## src/rtl/tfd_pkg.sv

```systemverilog
// shared types and constants for the thermal frame deframer
// used by every module of the block; depends on nothing
`timescale 1ns / 1ps

package tfd_pkg;

  // result codes
  typedef enum logic [1:0] {
    KIND_PIXEL = 2'd0,
    KIND_DONE  = 2'd1,
    KIND_DROP  = 2'd2
  } kind_t;

  // token codes from the front to the back
  typedef enum logic {
    TOK_DATA  = 1'b0,
    TOK_MAGIC = 1'b1
  } tok_cmd_t;

  typedef struct packed {
    tok_cmd_t   cmd;
    logic [7:0] data;
  } token_t;

  typedef struct packed {
    kind_t       kind;
    logic [7:0]  gray;
    logic [7:0]  pixel_x;
    logic [6:0]  pixel_y;
    logic [15:0] max_raw;
    logic        last;
  } result_t;

  localparam logic [23:0] MAGIC_LOW3 = 24'h00BEEF;
  localparam logic [7:0]  MAGIC_LAST = 8'h00;
  localparam int          FRAME_OPEN_BYTES = 4;
  localparam int          SIZE_FIRST_BYTE = 8;
  localparam int          SIZE_LAST_BYTE = 11;
  localparam int          HDR_BYTES = 32;
  localparam int          SIZE_EXTRA = 28;

endpackage

```

## src/rtl/tfd_front.sv

```systemverilog
// front end: takes stream words, runs the chunk-start magic check, pushes tokens
// depends on tfd_pkg
`timescale 1ns / 1ps

module tfd_front
  import tfd_pkg::*;
(
  input  logic       clk,
  input  logic       rst,
  input  logic       in_valid,
  output logic       in_stall,
  input  logic [7:0] data_byte,
  input  logic       chunk_start,
  input  logic       tok_full,
  output logic       tok_push,
  output token_t     tok_data
);

  logic [23:0] magic_hold;
  logic [23:0] magic_hold_next;
  logic [1:0]  hold_count;
  logic [1:0]  hold_count_next;
  logic        magic_hit;

  always_comb begin
    in_stall = tok_full;
    tok_push = in_valid && !tok_full;
    magic_hit = (hold_count == 2'd3) && !chunk_start &&
                (magic_hold == MAGIC_LOW3) && (data_byte == MAGIC_LAST);
    tok_data.cmd = magic_hit ? TOK_MAGIC : TOK_DATA;
    tok_data.data = data_byte;

    magic_hold_next = magic_hold;
    hold_count_next = hold_count;
    if (chunk_start) begin
      magic_hold_next = {16'h0000, data_byte};
      hold_count_next = 2'd1;
    end else begin
      case (hold_count)
        2'd1: begin
          magic_hold_next[15:8] = data_byte;
          hold_count_next = 2'd2;
        end
        2'd2: begin
          magic_hold_next[23:16] = data_byte;
          hold_count_next = 2'd3;
        end
        2'd3: hold_count_next = 2'd0;
        default: hold_count_next = 2'd0;
      endcase
    end
  end

  always_ff @(posedge clk) begin
    if (rst) begin
      magic_hold <= 24'h000000;
      hold_count <= 2'd0;
    end else if (tok_push) begin
      magic_hold <= magic_hold_next;
      hold_count <= hold_count_next;
    end
  end

endmodule

```

## src/rtl/tfd_token_fifo.sv

```systemverilog
// short token queue between front and back
// depends on tfd_pkg
`timescale 1ns / 1ps

module tfd_token_fifo
  import tfd_pkg::*;
#(
  parameter int DEPTH = 2
) (
  input  logic   clk,
  input  logic   rst,
  input  logic   push,
  input  token_t push_data,
  output logic   full,
  input  logic   pop,
  output logic   valid,
  output token_t pop_data
);

  localparam int PW = (DEPTH > 1) ? $clog2(DEPTH) : 1;
  localparam int CW = $clog2(DEPTH + 1);

  token_t        entries [DEPTH];
  logic [PW-1:0] wr_ptr;
  logic [PW-1:0] rd_ptr;
  logic [CW-1:0] count;

  function automatic logic [PW-1:0] bump(input logic [PW-1:0] p);
    return (p == PW'(DEPTH - 1)) ? '0 : p + PW'(1);
  endfunction

  always_comb begin
    full = (count == CW'(DEPTH));
    valid = (count != '0);
    pop_data = entries[rd_ptr];
  end

  always_ff @(posedge clk) begin
    if (rst) begin
      wr_ptr <= '0;
      rd_ptr <= '0;
      count <= '0;
    end else begin
      if (push) wr_ptr <= bump(wr_ptr);
      if (pop) rd_ptr <= bump(rd_ptr);
      if (push && !pop) count <= count + CW'(1);
      else if (pop && !push) count <= count - CW'(1);
    end
  end

  always_ff @(posedge clk) begin
    if (push) entries[wr_ptr] <= push_data;
  end

  property p_no_push_full;
    @(posedge clk) disable iff (rst) full |-> !push;
  endproperty
  a_no_push_full: assert property (p_no_push_full)
    else $error("token pushed into full queue");

  property p_no_pop_empty;
    @(posedge clk) disable iff (rst) pop |-> valid;
  endproperty
  a_no_pop_empty: assert property (p_no_pop_empty)
    else $error("token popped from empty queue");

  property p_count_range;
    @(posedge clk) disable iff (rst) count <= CW'(DEPTH);
  endproperty
  a_count_range: assert property (p_count_range)
    else $error("token queue count out of range");

endmodule

```

## src/rtl/tfd_back.sv

```systemverilog
// back end: frame tracking, pixel unpacking, completion test and result queue
// depends on tfd_pkg
`timescale 1ns / 1ps

module tfd_back
  import tfd_pkg::*;
#(
  parameter int FRAME_WIDTH = 160,
  parameter int FRAME_HEIGHT = 120,
  parameter int LINE_WORDS = 164,
  parameter int MAX_FRAME_BYTES = 1048576
) (
  input  logic    clk,
  input  logic    rst,
  input  logic    tok_valid,
  input  token_t  tok_data,
  output logic    tok_pop,
  output logic    out_valid,
  input  logic    out_stall,
  output result_t out_data
);

  localparam int BCW = $clog2(MAX_FRAME_BYTES + 1);
  localparam int LWW = $clog2(LINE_WORDS);
  localparam int ROWW = $clog2(FRAME_HEIGHT + 1);
  localparam int HALF = FRAME_WIDTH / 2;
  localparam int RQ_DEPTH = 4;
  localparam int RQPW = $clog2(RQ_DEPTH);
  localparam int RQCW = $clog2(RQ_DEPTH + 1);

  // frame state
  logic             in_frame;
  logic             in_frame_next;
  logic [BCW-1:0]   byte_count;
  logic [BCW-1:0]   byte_count_next;
  logic [31:0]      frame_size;
  logic [31:0]      frame_size_next;
  logic [7:0]       low_byte;
  logic [7:0]       low_byte_next;
  logic [15:0]      max_value;
  logic [15:0]      max_value_next;
  logic [LWW-1:0]   line_word;
  logic [LWW-1:0]   line_word_next;
  logic [ROWW-1:0]  row;
  logic [ROWW-1:0]  row_next;

  // result queue
  result_t          rq [RQ_DEPTH];
  logic [RQPW-1:0]  rq_wr;
  logic [RQPW-1:0]  rq_rd;
  logic [RQCW-1:0]  rq_count;
  logic             rq_pop;

  logic             res_a_valid;
  result_t          res_a;
  logic             res_b_valid;
  result_t          res_b;
  logic [BCW-1:0]   count_inc;
  logic [31:0]      lw_wide;
  logic             pix_ok;
  logic [7:0]       pix_x;
  logic [15:0]      raw;
  logic             done_hit;

  always_comb begin
    tok_pop = tok_valid && (rq_count <= RQCW'(RQ_DEPTH - 2));
    out_valid = (rq_count != '0);
    rq_pop = out_valid && !out_stall;
    out_data = rq[rq_rd];

    in_frame_next = in_frame;
    byte_count_next = byte_count;
    frame_size_next = frame_size;
    low_byte_next = low_byte;
    max_value_next = max_value;
    line_word_next = line_word;
    row_next = row;

    res_a_valid = 1'b0;
    res_a = '0;
    res_b_valid = 1'b0;
    res_b = '0;

    count_inc = byte_count + BCW'(1);
    lw_wide = 32'(line_word);
    raw = {tok_data.data, low_byte};
    pix_ok = 1'b0;
    pix_x = 8'h00;
    done_hit = 1'b0;

    // left half, gap words, right half
    if (lw_wide < 32'(HALF)) begin
      pix_ok = 1'b1;
      pix_x = 8'(lw_wide);
    end else if ((lw_wide >= 32'(HALF + 2)) && (lw_wide < 32'(FRAME_WIDTH + 2))) begin
      pix_ok = 1'b1;
      pix_x = 8'(lw_wide - 32'd2);
    end

    if (tok_data.cmd == TOK_MAGIC) begin
      if (in_frame) begin
        res_a_valid = 1'b1;
        res_a.kind = KIND_DROP;
        res_a.max_raw = max_value;
      end
      in_frame_next = 1'b1;
      byte_count_next = BCW'(FRAME_OPEN_BYTES);
      frame_size_next = 32'h0;
      max_value_next = 16'h0000;
      low_byte_next = 8'h00;
      line_word_next = '0;
      row_next = '0;
    end else if (in_frame) begin
      // size word, little endian
      if ((byte_count >= BCW'(SIZE_FIRST_BYTE)) && (byte_count <= BCW'(SIZE_LAST_BYTE))) begin
        case (byte_count[1:0])
          2'd0: frame_size_next[7:0] = tok_data.data;
          2'd1: frame_size_next[15:8] = tok_data.data;
          2'd2: frame_size_next[23:16] = tok_data.data;
          default: frame_size_next[31:24] = tok_data.data;
        endcase
      end
      if (byte_count >= BCW'(HDR_BYTES)) begin
        if (!byte_count[0]) begin
          low_byte_next = tok_data.data;
        end else begin
          if (line_word == LWW'(LINE_WORDS - 1)) begin
            line_word_next = '0;
            if (row != ROWW'(FRAME_HEIGHT)) row_next = row + ROWW'(1);
          end else begin
            line_word_next = line_word + LWW'(1);
          end
          if (pix_ok && (32'(row) < 32'(FRAME_HEIGHT))) begin
            if (raw > max_value) max_value_next = raw;
            res_a_valid = 1'b1;
            res_a.kind = KIND_PIXEL;
            res_a.gray = tok_data.data;
            res_a.pixel_x = pix_x;
            res_a.pixel_y = 7'(row);
          end
        end
      end
      byte_count_next = count_inc;
      done_hit = 33'(count_inc) >= (33'(frame_size_next) + 33'(SIZE_EXTRA));
      if (done_hit || (count_inc >= BCW'(MAX_FRAME_BYTES))) begin
        res_b_valid = 1'b1;
        res_b.kind = done_hit ? KIND_DONE : KIND_DROP;
        res_b.max_raw = max_value_next;
        in_frame_next = 1'b0;
        byte_count_next = '0;
      end
    end

    res_a.last = !res_b_valid;
    res_b.last = 1'b1;
  end

  always_ff @(posedge clk) begin
    if (rst) begin
      in_frame <= 1'b0;
      byte_count <= '0;
      frame_size <= 32'h0;
      low_byte <= 8'h00;
      max_value <= 16'h0000;
      line_word <= '0;
      row <= '0;
      rq_wr <= '0;
      rq_rd <= '0;
      rq_count <= '0;
    end else begin
      if (tok_pop) begin
        in_frame <= in_frame_next;
        byte_count <= byte_count_next;
        frame_size <= frame_size_next;
        low_byte <= low_byte_next;
        max_value <= max_value_next;
        line_word <= line_word_next;
        row <= row_next;
      end
      if (rq_pop) rq_rd <= rq_rd + RQPW'(1);
      if (tok_pop) begin
        rq_wr <= rq_wr + RQPW'(res_a_valid) + RQPW'(res_b_valid);
      end
      rq_count <= rq_count - RQCW'(rq_pop)
                + (tok_pop ? (RQCW'(res_a_valid) + RQCW'(res_b_valid)) : '0);
    end
  end

  // queue entries carry no reset
  always_ff @(posedge clk) begin
    if (tok_pop) begin
      if (res_a_valid) begin
        rq[rq_wr] <= res_a;
        if (res_b_valid) rq[rq_wr + RQPW'(1)] <= res_b;
      end else if (res_b_valid) begin
        rq[rq_wr] <= res_b;
      end
    end
  end

  property p_rq_bound;
    @(posedge clk) disable iff (rst) rq_count <= RQCW'(RQ_DEPTH);
  endproperty
  a_rq_bound: assert property (p_rq_bound)
    else $error("result queue overflow");

  property p_frame_closes;
    @(posedge clk) disable iff (rst) (tok_pop && res_b_valid) |=> !in_frame;
  endproperty
  a_frame_closes: assert property (p_frame_closes)
    else $error("frame still open after frame result");

  property p_magic_opens;
    @(posedge clk) disable iff (rst)
      (tok_pop && (tok_data.cmd == TOK_MAGIC)) |=>
        (in_frame && (byte_count == BCW'(FRAME_OPEN_BYTES)));
  endproperty
  a_magic_opens: assert property (p_magic_opens)
    else $error("magic word did not open a frame");

  property p_count_limit;
    @(posedge clk) disable iff (rst) byte_count < BCW'(MAX_FRAME_BYTES);
  endproperty
  a_count_limit: assert property (p_count_limit)
    else $error("byte count reached limit with frame open");

endmodule

```

## src/rtl/thermal_frame_deframer_top.sv

```systemverilog
// top level of the thermal frame deframer
// instantiates tfd_front, tfd_token_fifo and tfd_back; depends on tfd_pkg
`timescale 1ns / 1ps

// Thermal camera frame deframer. Takes the USB bulk stream one byte per
// cycle while in_stall is low, with chunk_start high on the first byte of each
// transfer chunk, and turns it into pixel results (gray = high byte, with
// column and row) and frame results (done or dropped, carrying the largest raw
// pixel seen). A chunk opening with EF BE 00 00 starts a frame; bytes outside a
// frame give nothing. Throughput is one byte per cycle when nothing stalls: the
// front checks the magic on the fly and the back takes a byte while its result
// queue holds at most two words. A byte gives at most two results; they pass
// through a four-entry result queue that drains one word per cycle while
// out_stall is low, so out_stall only reaches in_stall once that queue holds
// three words and the two-entry byte queue fills. Reset needs no clearing pass.

module thermal_frame_deframer_top
  import tfd_pkg::*;
#(
  parameter int FRAME_WIDTH = 160,
  parameter int FRAME_HEIGHT = 120,
  parameter int LINE_WORDS = 164,
  parameter int MAX_FRAME_BYTES = 1048576
) (
  input  logic        clk,
  input  logic        rst,
  // byte stream in
  input  logic        in_valid,
  output logic        in_stall,
  input  logic [7:0]  data_byte,
  input  logic        chunk_start,
  // results out
  output logic        out_valid,
  input  logic        out_stall,
  output logic [1:0]  kind,
  output logic [7:0]  gray,
  output logic [7:0]  pixel_x,
  output logic [6:0]  pixel_y,
  output logic [15:0] max_raw,
  output logic        last
);

  // tokens between front and back
  logic    tok_push;
  token_t  tok_in;
  logic    tok_full;
  logic    tok_pop;
  logic    tok_valid;
  token_t  tok_out;
  result_t res;

  // magic detection, one token per accepted word
  tfd_front u_front (
    .clk         (clk),
    .rst         (rst),
    .in_valid    (in_valid),
    .in_stall    (in_stall),
    .data_byte   (data_byte),
    .chunk_start (chunk_start),
    .tok_full    (tok_full),
    .tok_push    (tok_push),
    .tok_data    (tok_in)
  );

  // decouples the front from back-pressure in the back
  tfd_token_fifo #(
    .DEPTH (2)
  ) u_tok_fifo (
    .clk       (clk),
    .rst       (rst),
    .push      (tok_push),
    .push_data (tok_in),
    .full      (tok_full),
    .pop       (tok_pop),
    .valid     (tok_valid),
    .pop_data  (tok_out)
  );

  // frame engine and result queue
  tfd_back #(
    .FRAME_WIDTH     (FRAME_WIDTH),
    .FRAME_HEIGHT    (FRAME_HEIGHT),
    .LINE_WORDS      (LINE_WORDS),
    .MAX_FRAME_BYTES (MAX_FRAME_BYTES)
  ) u_back (
    .clk       (clk),
    .rst       (rst),
    .tok_valid (tok_valid),
    .tok_data  (tok_out),
    .tok_pop   (tok_pop),
    .out_valid (out_valid),
    .out_stall (out_stall),
    .out_data  (res)
  );

  // unpack the result word onto its ports
  assign kind    = res.kind;
  assign gray    = res.gray;
  assign pixel_x = res.pixel_x;
  assign pixel_y = res.pixel_y;
  assign max_raw = res.max_raw;
  assign last    = res.last;

endmodule
```

## config.mk

```make
export PLATFORM = sky130hd
export DESIGN_NAME = thermal_frame_deframer_top
export DESIGN_NICKNAME = d
export VERILOG_FILES = /design/src/rtl/tfd_pkg.sv /design/src/rtl/tfd_front.sv /design/src/rtl/tfd_token_fifo.sv /design/src/rtl/tfd_back.sv /design/src/rtl/thermal_frame_deframer_top.sv
export SDC_FILE = /design/constraint.sdc
export NUM_CORES = 1
export LEC_CHECK = 0
export BUFFER_PORTS_ARGS = -buffer_cell sky130_fd_sc_hd__clkbuf_2
export CORE_MARGIN = 2
export CORE_UTILIZATION = 60
export CTS_CLUSTER_DIAMETER = 200
export DETAILED_ROUTE_END_ITERATION = 10
export PLACE_DENSITY = 0.77
export SYNTH_ARGS = -nofsm -noshare
export SYNTH_HDL_FRONTEND = slang
export SYNTH_SLANG_ARGS = --single-unit
```

## constraint.sdc

```tcl
create_clock -name clk -period 7.4 [get_ports clk]
set_input_delay 0.37 -clock clk [delete_from_list [all_inputs] [get_ports clk]]
set_output_delay 0.37 -clock clk [all_outputs]
set_load 0.05 [all_outputs]
```

# == Yosys cells after proc, flatten, opt, wreduce, memory -nomap -nowiden ==
# Memories as Yosys holds them, arrays and structs flattened. A register that Yosys moved wholly into a read port is not among the register bits.
# Index checks and enable logic that the tools add are counted.
# word_totals
ram_bits,186
word_cells,188
inputBits,13
reg_bits,130
mem_count,2
out_inout_bits,44
# mem_list
name,words,word_bits,read_ports,rd_ports_with_merged_regs,wr,line_no,rtl
u_back.rq,4,42,1,1,2,tfd_back.sv:48,result_t rq [RQ_DEPTH];
u_tok_fifo.entries,2,9,1,1,1,tfd_token_fifo.sv:23,token_t entries [DEPTH];
# op_classes
n_reduce_logical,38
n_addsub,16
bitwise,1
eq_ne,10
n_lt_le_gt_ge,11
mux,93
# ops
op,n
two-way mux 16 bit,12
two-way mux 32 bit,5
two-way mux 8 bit,17
two-way mux 25 bit,3
two-way mux 21 bit,3
two-way mux 23 bit,2
two-way mux 42 bit,1
two-way mux 7 bit,6
adder 32 x 5 -> 33 bit (second input constant),1
greater-or-equal comparator 21 x 33 -> 1 bit,1
two-way mux 1 bit,31
equality test 24 x 16 -> 1 bit (second input constant),1
two-way mux 2 bit,11
adder 21 x 1 -> 21 bit (second input constant),1
greater-or-equal comparator 21 bit (second input constant),1
greater-or-equal comparator 21 x 4 -> 1 bit (second input constant),1
greater-or-equal comparator 21 x 6 -> 1 bit (second input constant),1
less-or-equal comparator 21 x 4 -> 1 bit (second input constant),1
nonzero test 2 bit,9
greater-than comparator 16 bit,1
logical AND 1 bit,11
adder 8 x 1 -> 8 bit (second input constant),1
equality test 2 bit (second input constant),4
equality test 8 bit (second input constant),1
other kinds (29),43

# == Longest topological paths before layout ==
# Gate-level depths: netlist (run 1).
# logic_depth
ltp_word,17
ltp_mapped,38
depth_no_buf,35

# == Cells and area by module ==
# Synthesis (run 1) repeated with hierarchy kept, for this count alone.
# hier_totals
cells_unflattened,1656
hier_area_um2,16384.5
# by_module_without_submodules
mod,area_per_inst_um2,cells_each,seq_area_each_um2,instances
tfd_back,14332.5,1468,6125.9,1
tfd_front,1194.9,138,520.5,1
tfd_token_fifo,857.1,50,640.6,1

# == Worst setup path before layout (run 1) ==
# Ideal clock, no wire load.
# synth_path
kind,reg-to-reg
start,register u_back.byte_count[1]
end,memory u_back.rq[2][10] (netlist bit) (enable)
setup_time_ns,0.379
setup_slack_ns,0.750
arrival_time_ns,6.271
required_time_ns,7.021
synth_period_minus_slack_ns,6.650
n_path_buf,5
path_stages_with_launch,35
cell_sequence,dfxtp_1 ha_1 clkbuf_1 nand3b_1 and4b_1 nand2_1 clkbuf_1 a21oi_1 ha_1 inv_1 o2111ai_1 nand2_1 and2_1 nor2b_1 nor3_1 a21oi_1 ha_1 and4_1 nand2_1 a31oi_1 o41ai_1 a21oi_1 o211ai_1 nand2_1 and4_1 clkbuf_1 nor2_1 inv_1 ha_1 and2_0 inv_1 or2_2 clkbuf_1 clkbuf_1 nand2_1
# synth_rtl
item,line_no,rtl
"start, declared",tfd_back.sv:34,logic [BCW-1:0] byte_count;
"start signal, assigned",tfd_back.sv:173,byte_count <= byte_count_next;
"end, declared",tfd_back.sv:48,

==> results of run 1 <==
[routing by layer]
layer | up-vias | global-route usage | share of wire
li1 | 6442 | - | -
met1 | 6803 | 0.4138 | 0.41
met2 | 677 | 0.5324 | 0.48
met3 | 112 | 0.04487 | 0.082
met4 | 0 | 0.1024 | 0.026
met5 | - | 0 | 0
[final cells by class]
cell class | instances | area [um2] | share of cell area
multi-input cells | 1222 | 8920 | 0.4764
clock inverters | 12 | 163.9 | 0.008755
flip-flops and latches | 319 | 7289 | 0.3894
repair buffers | 106 | 683.2 | 0.03649
well taps | 378 | 473.0 | 0.02526
clock buffers | 49 | 1008 | 0.05387
inverters | 49 | 183.9 | 0.009824
[power breakdown]
group | switching (W) | leakage, nW | total, W | internal, W
clock | 0.000692 | 0.567 | 0.00178 | 0.00109
combinational | 0.000705 | 3.83 | 0.000995 | 0.000290
sequential | 0.0000565 | 2.64 | 0.00192 | 0.00186
total | 0.00145 | 7.03 | 0.00469 | 0.00324
[repair_timing]
action,4_1_cts,5_1_grt
resized for setup,0,10
setup buffers,0,8
endpoints found under the setup margin,0,130
[cell families after synthesis]
| family | after synthesis | share of synthesized area |
|---|---|---|
| adders and majority gates | 58 | 0.04369 |
| AOI/OAI and AO/OA | 410 | 0.1810 |
| buffers and inverters | 163 | 0.03944 |
| DFF | 319 | 0.4342 |
| and+or+nand+nor | 573 | 0.1671 |
| muxes | 111 | 0.09811 |
| xor gates and xnor gates | 70 | 0.03653 |
[sequential cells by signal (all words and copies together) (netlist names), 3 cells and up, named ones only]
signal,flops
u_back.rq,168
u_back.frame_size,32
u_front.magic_hold,24
u_back.byte_count,21
u_tok_fifo.entries,18
u_back.max_value,16
u_back.line_word,8
u_back.low_byte,8
u_back.row,7
u_back.rq_count,3
[how the worst max path moves through the flow]
stage | from | to | slack (ns)
after floorplan | u_back.byte_count[1] | u_back.rq[2][10] | 0.75
after global placement | u_back.byte_count[1] | u_back.rq[3][13] | 0.58
after detailed placement | u_back.byte_count[1] | u_back.rq[2][11] | 0.31
after CTS | u_back.byte_count[1] | u_back.rq[2][11] | 0.22
after global routing | u_back.byte_count[1] | u_back.rq[3][8] | 0.02
final | u_back.byte_count[1] | u_back.rq[1][2] | 0.61
[metrics by stage]
| step | cell area [um2] | hold slack (ns) | worst slack [ns] | power (W) | util |
|---|---|---|---|---|---|
| global placement | 17430 | 0.4394 | 0.5771 | 0.002916 | 0.6310 |
| global route | 18720 | 0.1311 | 0.02000 | 0.004844 | 0.6776 |
| floorplan | 16780 | 0.4271 | 0.7495 | 0.002616 | - |
| CTS | 18610 | 0.1114 | 0.2153 | 0.004688 | 0.6734 |
| finish | 18720 | 0.1268 | 0.6118 | 0.004689 | 0.6776 |
| detailed placement | 17430 | 0.4411 | 0.3084 | 0.002930 | 0.6310 |
[cell usage after synthesis (all sizes together), types with 30 or more instances]
cell,n,share of area
dfxtp,229,0.27
nand2,176,0.039
nor2,175,0.039
edfxtp,90,0.16
clkbuf,84,0.019
a22o,83,0.043
a22oi,73,0.033
mux2i,61,0.036
a21oi,58,0.018
ha,57,0.042
nand3,57,0.017
o21ai,55,0.016
inv,49,0.011
mux4,42,0.056
xnor2,38,0.020
o211ai,36,0.016
xor2,32,0.017
buf,30,0.0097
==> flow_metrics.tcl, run 1 <==
set metrics [dict create \
    yosys_warnings 0 \
    drc 0 \
    die_h_um 171.3 \
    critPathMaxStageDelay_ns 0.37 \
    synth.distinct_cells 78 \
    layout_min_cycle_time_ns 6.788 \
    r2r_cells 32 \
    row_count 61 \
    whs_path_depth 1 \
    nets 1803 \
    worstPathRequired_ns 7.66 \
    dp.cells 2066 \
    final_cell_mix "227 x dfxtp_1, 174 x nand2_1, 174 x nor2_1, 90 x edfxtp_1, 83 x a22o_1" \
    critPathTopFamily "simple AND/OR/NAND/NOR gates" \
    syn_inst 1704 \
    netlist_area_um2 16780 \
    path_depth 32 \
    drv_cap 0 \
    hold_path.startpoint "data_byte[7]" \
    io_buffers 56 \
    clkLatencyLatePin_ns 0.52 \
    root_buffer "clkbuf_16" \
    nFillCells 2192 \
    ys.flop_type "dfxtp_1" \
    path_max_fanout 16 \
    clkSlewWorstSetupHoldPaths_ns 0.06 \
    final_common_cell "dfxtp_1" \
    p_leak_nw 7.034 \
    htree_levels 2 \
    grt_overflow 0 \
    ys_ff_latch 319 \
    ios 57 \
    ant_nets 0 \
    routed_via_density 6.573 \
    cts_num_sinks 319 \
    rr_endpoint "u_back.rq[1][2]" \
    via_count 14030 \
    hold_violations 0 \
    r2r_start "u_back.byte_count[1]" \
    cp_num_buf_inv 2 \
    outcome "completed" \
    critPathArrivalTime_ns 7.05 \
    numCtsBuffers 34 \
    diodes 0 \
    criticalPathCategory "reg2reg" \
    wl_per_cell_um 21.74 \
    die_area_um2 29330 \
    synthArstFlopShare 0 \
    fin_crit_sh 0.9173 \
    final_cell_count_no_fill 2135 \
    rsz0062_at_grt "no" \
    start_util 0.6075 \
    holdPathEnd "u_tok_fifo.entries[1][7]" \
    cp-start-kind "register" \
    ys_seq_area_frac 0.4342 \
    die_x_um 171.3 \
    cts_hold_buffers 0 \
    maxSlewViolCount 0 \
    finalClockSkew_ns 0.02232 \
    powerDensity_nw_per_um2 250.5 \
    firstDrtPassIters 6 \
    tns_ns 0 \
    drive_above_1_share 0.1383 \
    worstMarginPinSlew_ns 1.180 \
    grt_pass1_wl_mm 72.69 \
    clock_path_buffers 3 \
    wl_mm 46.42 \
    cts_tree "built" \
    grt_usage 0.3135 \
    cp_slowest_cell "dfxtp_1" \
    grt_pass1_vias 13580 \
    hold_class "in2reg" \
    syn2layout_area_growth_pct 11.55 \
    r2r_slack_ns 0.61 \
    avgSynthCellArea_um2 9.850 \
    worstSetupEndpointType "register" \
    setup_violations 0 \
    synth_edf_count 90 \
    gp_congestion 0.9381 \
    hpwl_mm 30.63 \
    synth_fp_nets 1775 \
    core_area_um2 27630 \
    drt_iter0_drc 1382 \
    peakVddDrop_v 0.0001877 \
    relSlewSlack 0.2063 \
    antenna_found_initial 0 \
    grt_max_degree 93 \
    fmax_mhz 147.3 \
]
Note: power is estimated with default switching activity, not from simulation.
==> run 2, diff against run 1 <==
Clock period 7.4 ns to 6.4 ns, I/O delays scaled along.
==> run 2 against run 1 <==
Largest power group unchanged. Setup slack worse by 0.25 ns. First-iteration DRC count rose by 9.6%. Non-clock buffer count up 38. Sequential power increased by 15%. Cell area increased by 2.0%. Sequential share of layout area fell by 0.76 points. Utilization is 1.4 points higher. Sequential cell count did not move. Via count rose by 2.3%.
==> flow_metrics.tcl, run 2 (synthesis results as in run 1) <==
set metrics [dict create \
    outcome "completed" \
    final_core_util 0.6912 \
    nFillCells 2107 \
    routed_via_density 6.593 \
    path_max_fanout 8 \
    fin_crit_sh 0.9440 \
    largest-register "u_back.rq" \
    row_count 61 \
    p_leak_nw 7.255 \
    top_regs "u_back.rq x168, u_back.frame_size x32, u_front.magic_hold x24" \
    path_depth 35 \
    powerDensity_nw_per_um2 283.3 \
    p_sw_w 0.001708 \
    grt_overflow 0 \
    clkLatencyLatePin_ns 0.52 \
    firstDrtPassIters 6 \
    power_frac_clock 0.374 \
    switching_share 0.3157 \
    nets 1844 \
    hpwl_mm 30.44 \
    wl_mm 46.02 \
    maxSlewViolCount 0 \
    hold_violations 0 \
    final_cell_mix "226 x dfxtp_1, 174 x nor2_1, 172 x nand2_1, 90 x edfxtp_1, 85 x buf_4" \
    relSlewSlack 0.07140 \
    die_h_um 171.3 \
    wl_per_cell_um 21.14 \
    setup_violations 0 \
    cp_common_cell "ha_1" \
    via_count 14350 \
    htree_levels 2 \
    numCtsBuffers 36 \
    cp-start-kind "register" \
    layout_min_cycle_time_ns 6.042 \
    start_util 0.6075 \
    worstSetupEndpointType "register" \
    layout_setup_ws_ns 0.3584 \
    cts_hold_buffers 0 \
    clkSlewWorstSetupHoldPaths_ns 0.06 \
    critPathTopFamily "simple AND/OR/NAND/NOR gates" \
    ant_nets 0 \
    io_buffers 56 \
    drive_above_1_share 0.1673 \
    combPwrFrac 0.217 \
    antenna_found_initial 0 \
    diodes 0 \
    post-place-ws_ns -0.2793 \
    drt_iter0_drc 1515 \
    clock_path_buffers 3 \
    gp_congestion 1.018 \
    cp_slowest_cell "o41ai_2" \
    ios 57 \
    core_area_um2 27630 \
    worstPathRequired_ns 6.67 \
    sequentialPowerShare 0.409 \
    r2r_cells 35 \
    dp.cells 2102 \
    drc 0 \
    final_cell_count_no_fill 2177 \
    syn2layout_area_growth_pct 13.78 \
    peakVddDrop_v 0.0003565 \
    drv_cap 0 \
    hold_class "in2reg" \
    grt_pass1_vias 13710 \
    die_x_um 171.3 \
    criticalPathCategory "reg2reg" \
    cts_tree "built" \
    cp_num_buf_inv 4 \
    final_common_cell "dfxtp_1" \
    intPower_w 0.003702 \
    largest_reg_flops 168 \
    fmax_mhz 165.5 \
    finalClockSkew_ns 0.01766 \
    root_buffer "clkbuf_16" \
    cts_num_sinks 319 \
    die_area_um2 29330 \
    grt_usage 0.3108 \
    critPathArrivalTime_ns 6.31 \
    worstMarginPinSlew_ns 1.393 \
    grt_pass1_wl_mm 72.39 \
    whs_path_depth 1 \
    grt_max_degree 71 \
    critPathMaxStageDelay_ns 0.44 \
]
run 2: cell count changes in the layout (fill, tap and decap cells not counted), sizes merged:
cell and change:
buf +38, inv +1, clkbuf -1, bufinv -2
clkinv +5, nand2 +1
run 2: metal layers:
metal	vias up	share of wire	global-route usage
li1	6531	-	-
met1	6999	0.41	0.4116
met2	684	0.47	0.5103
met3	139	0.080	0.05154
met4	0	0.038	0.1245
met5	-	0	0
run 2: power by group through the flow:
stage | clock network (W) | registers (W) | logic, W
2_1_floorplan | 0 | 0.00222 | 0.000802
3_3_place_gp | 0 | 0.00225 | 0.00113
3_5_place_dp | 0 | 0.00225 | 0.00114
4_1_cts | 0.00204 | 0.00221 | 0.00115
5_1_grt | 0.00212 | 0.00222 | 0.00125
6_report | 0.00202 | 0.00221 | 0.00117
run 2: worst register-to-register path: cells and delay by family (launching register included):
family          cells  cell delay, ns
compound gates     10            1.70
fa+ha+maj           4            0.90
buf+inv             4            0.45
flops               1            0.33
simple gates       17            2.39
run 2: path summary, 6_finish.rpt:
check | start | end | slack [ns]
worst min register to register | u_front.magic_hold[1] | u_front.magic_hold[1] | 0.46
worst max-delay path | u_back.byte_count[0] | u_back.rq[1][3] | 0.36
worst max register to register | u_back.byte_count[0] | u_back.rq[1][3] | 0.36
worst min-delay path | data_byte[7] | u_tok_fifo.entries[0][7] | 0.07
run 2: repair_timing:
item,4_1_cts,5_1_grt
setup endpoints to repair,64,191
cloned,0,1
pin swaps,1,10
gates resized for setup,6,21
buffers inserted,0,10
run 2: layout make-up:
class,instances,area [um2],area share
Multi-Input combinational cell,1223,8999,0.4712
Sequential cell,319,7291,0.3818
Clock buffer,48,1008,0.05281
Timing Repair Buffer,144,993.5,0.05202
Tap cell,378,473.0,0.02477
Inverter,49,183.9,0.009631
Clock inverter,16,148.9,0.007797
run 2: stage by stage:
step	total power [W]	hold WS, ns	TNS [ns]	instance area (um2)
finish	0.005410	0.07492	0	19100
floorplan	0.003026	0.4189	0	16800
detailed placement	0.003396	0.4451	-5.716	17710
global placement	0.003377	0.4404	0	17710
global route	0.005595	0.06897	-0.6505	19100
CTS	0.005408	0.05558	0	18890
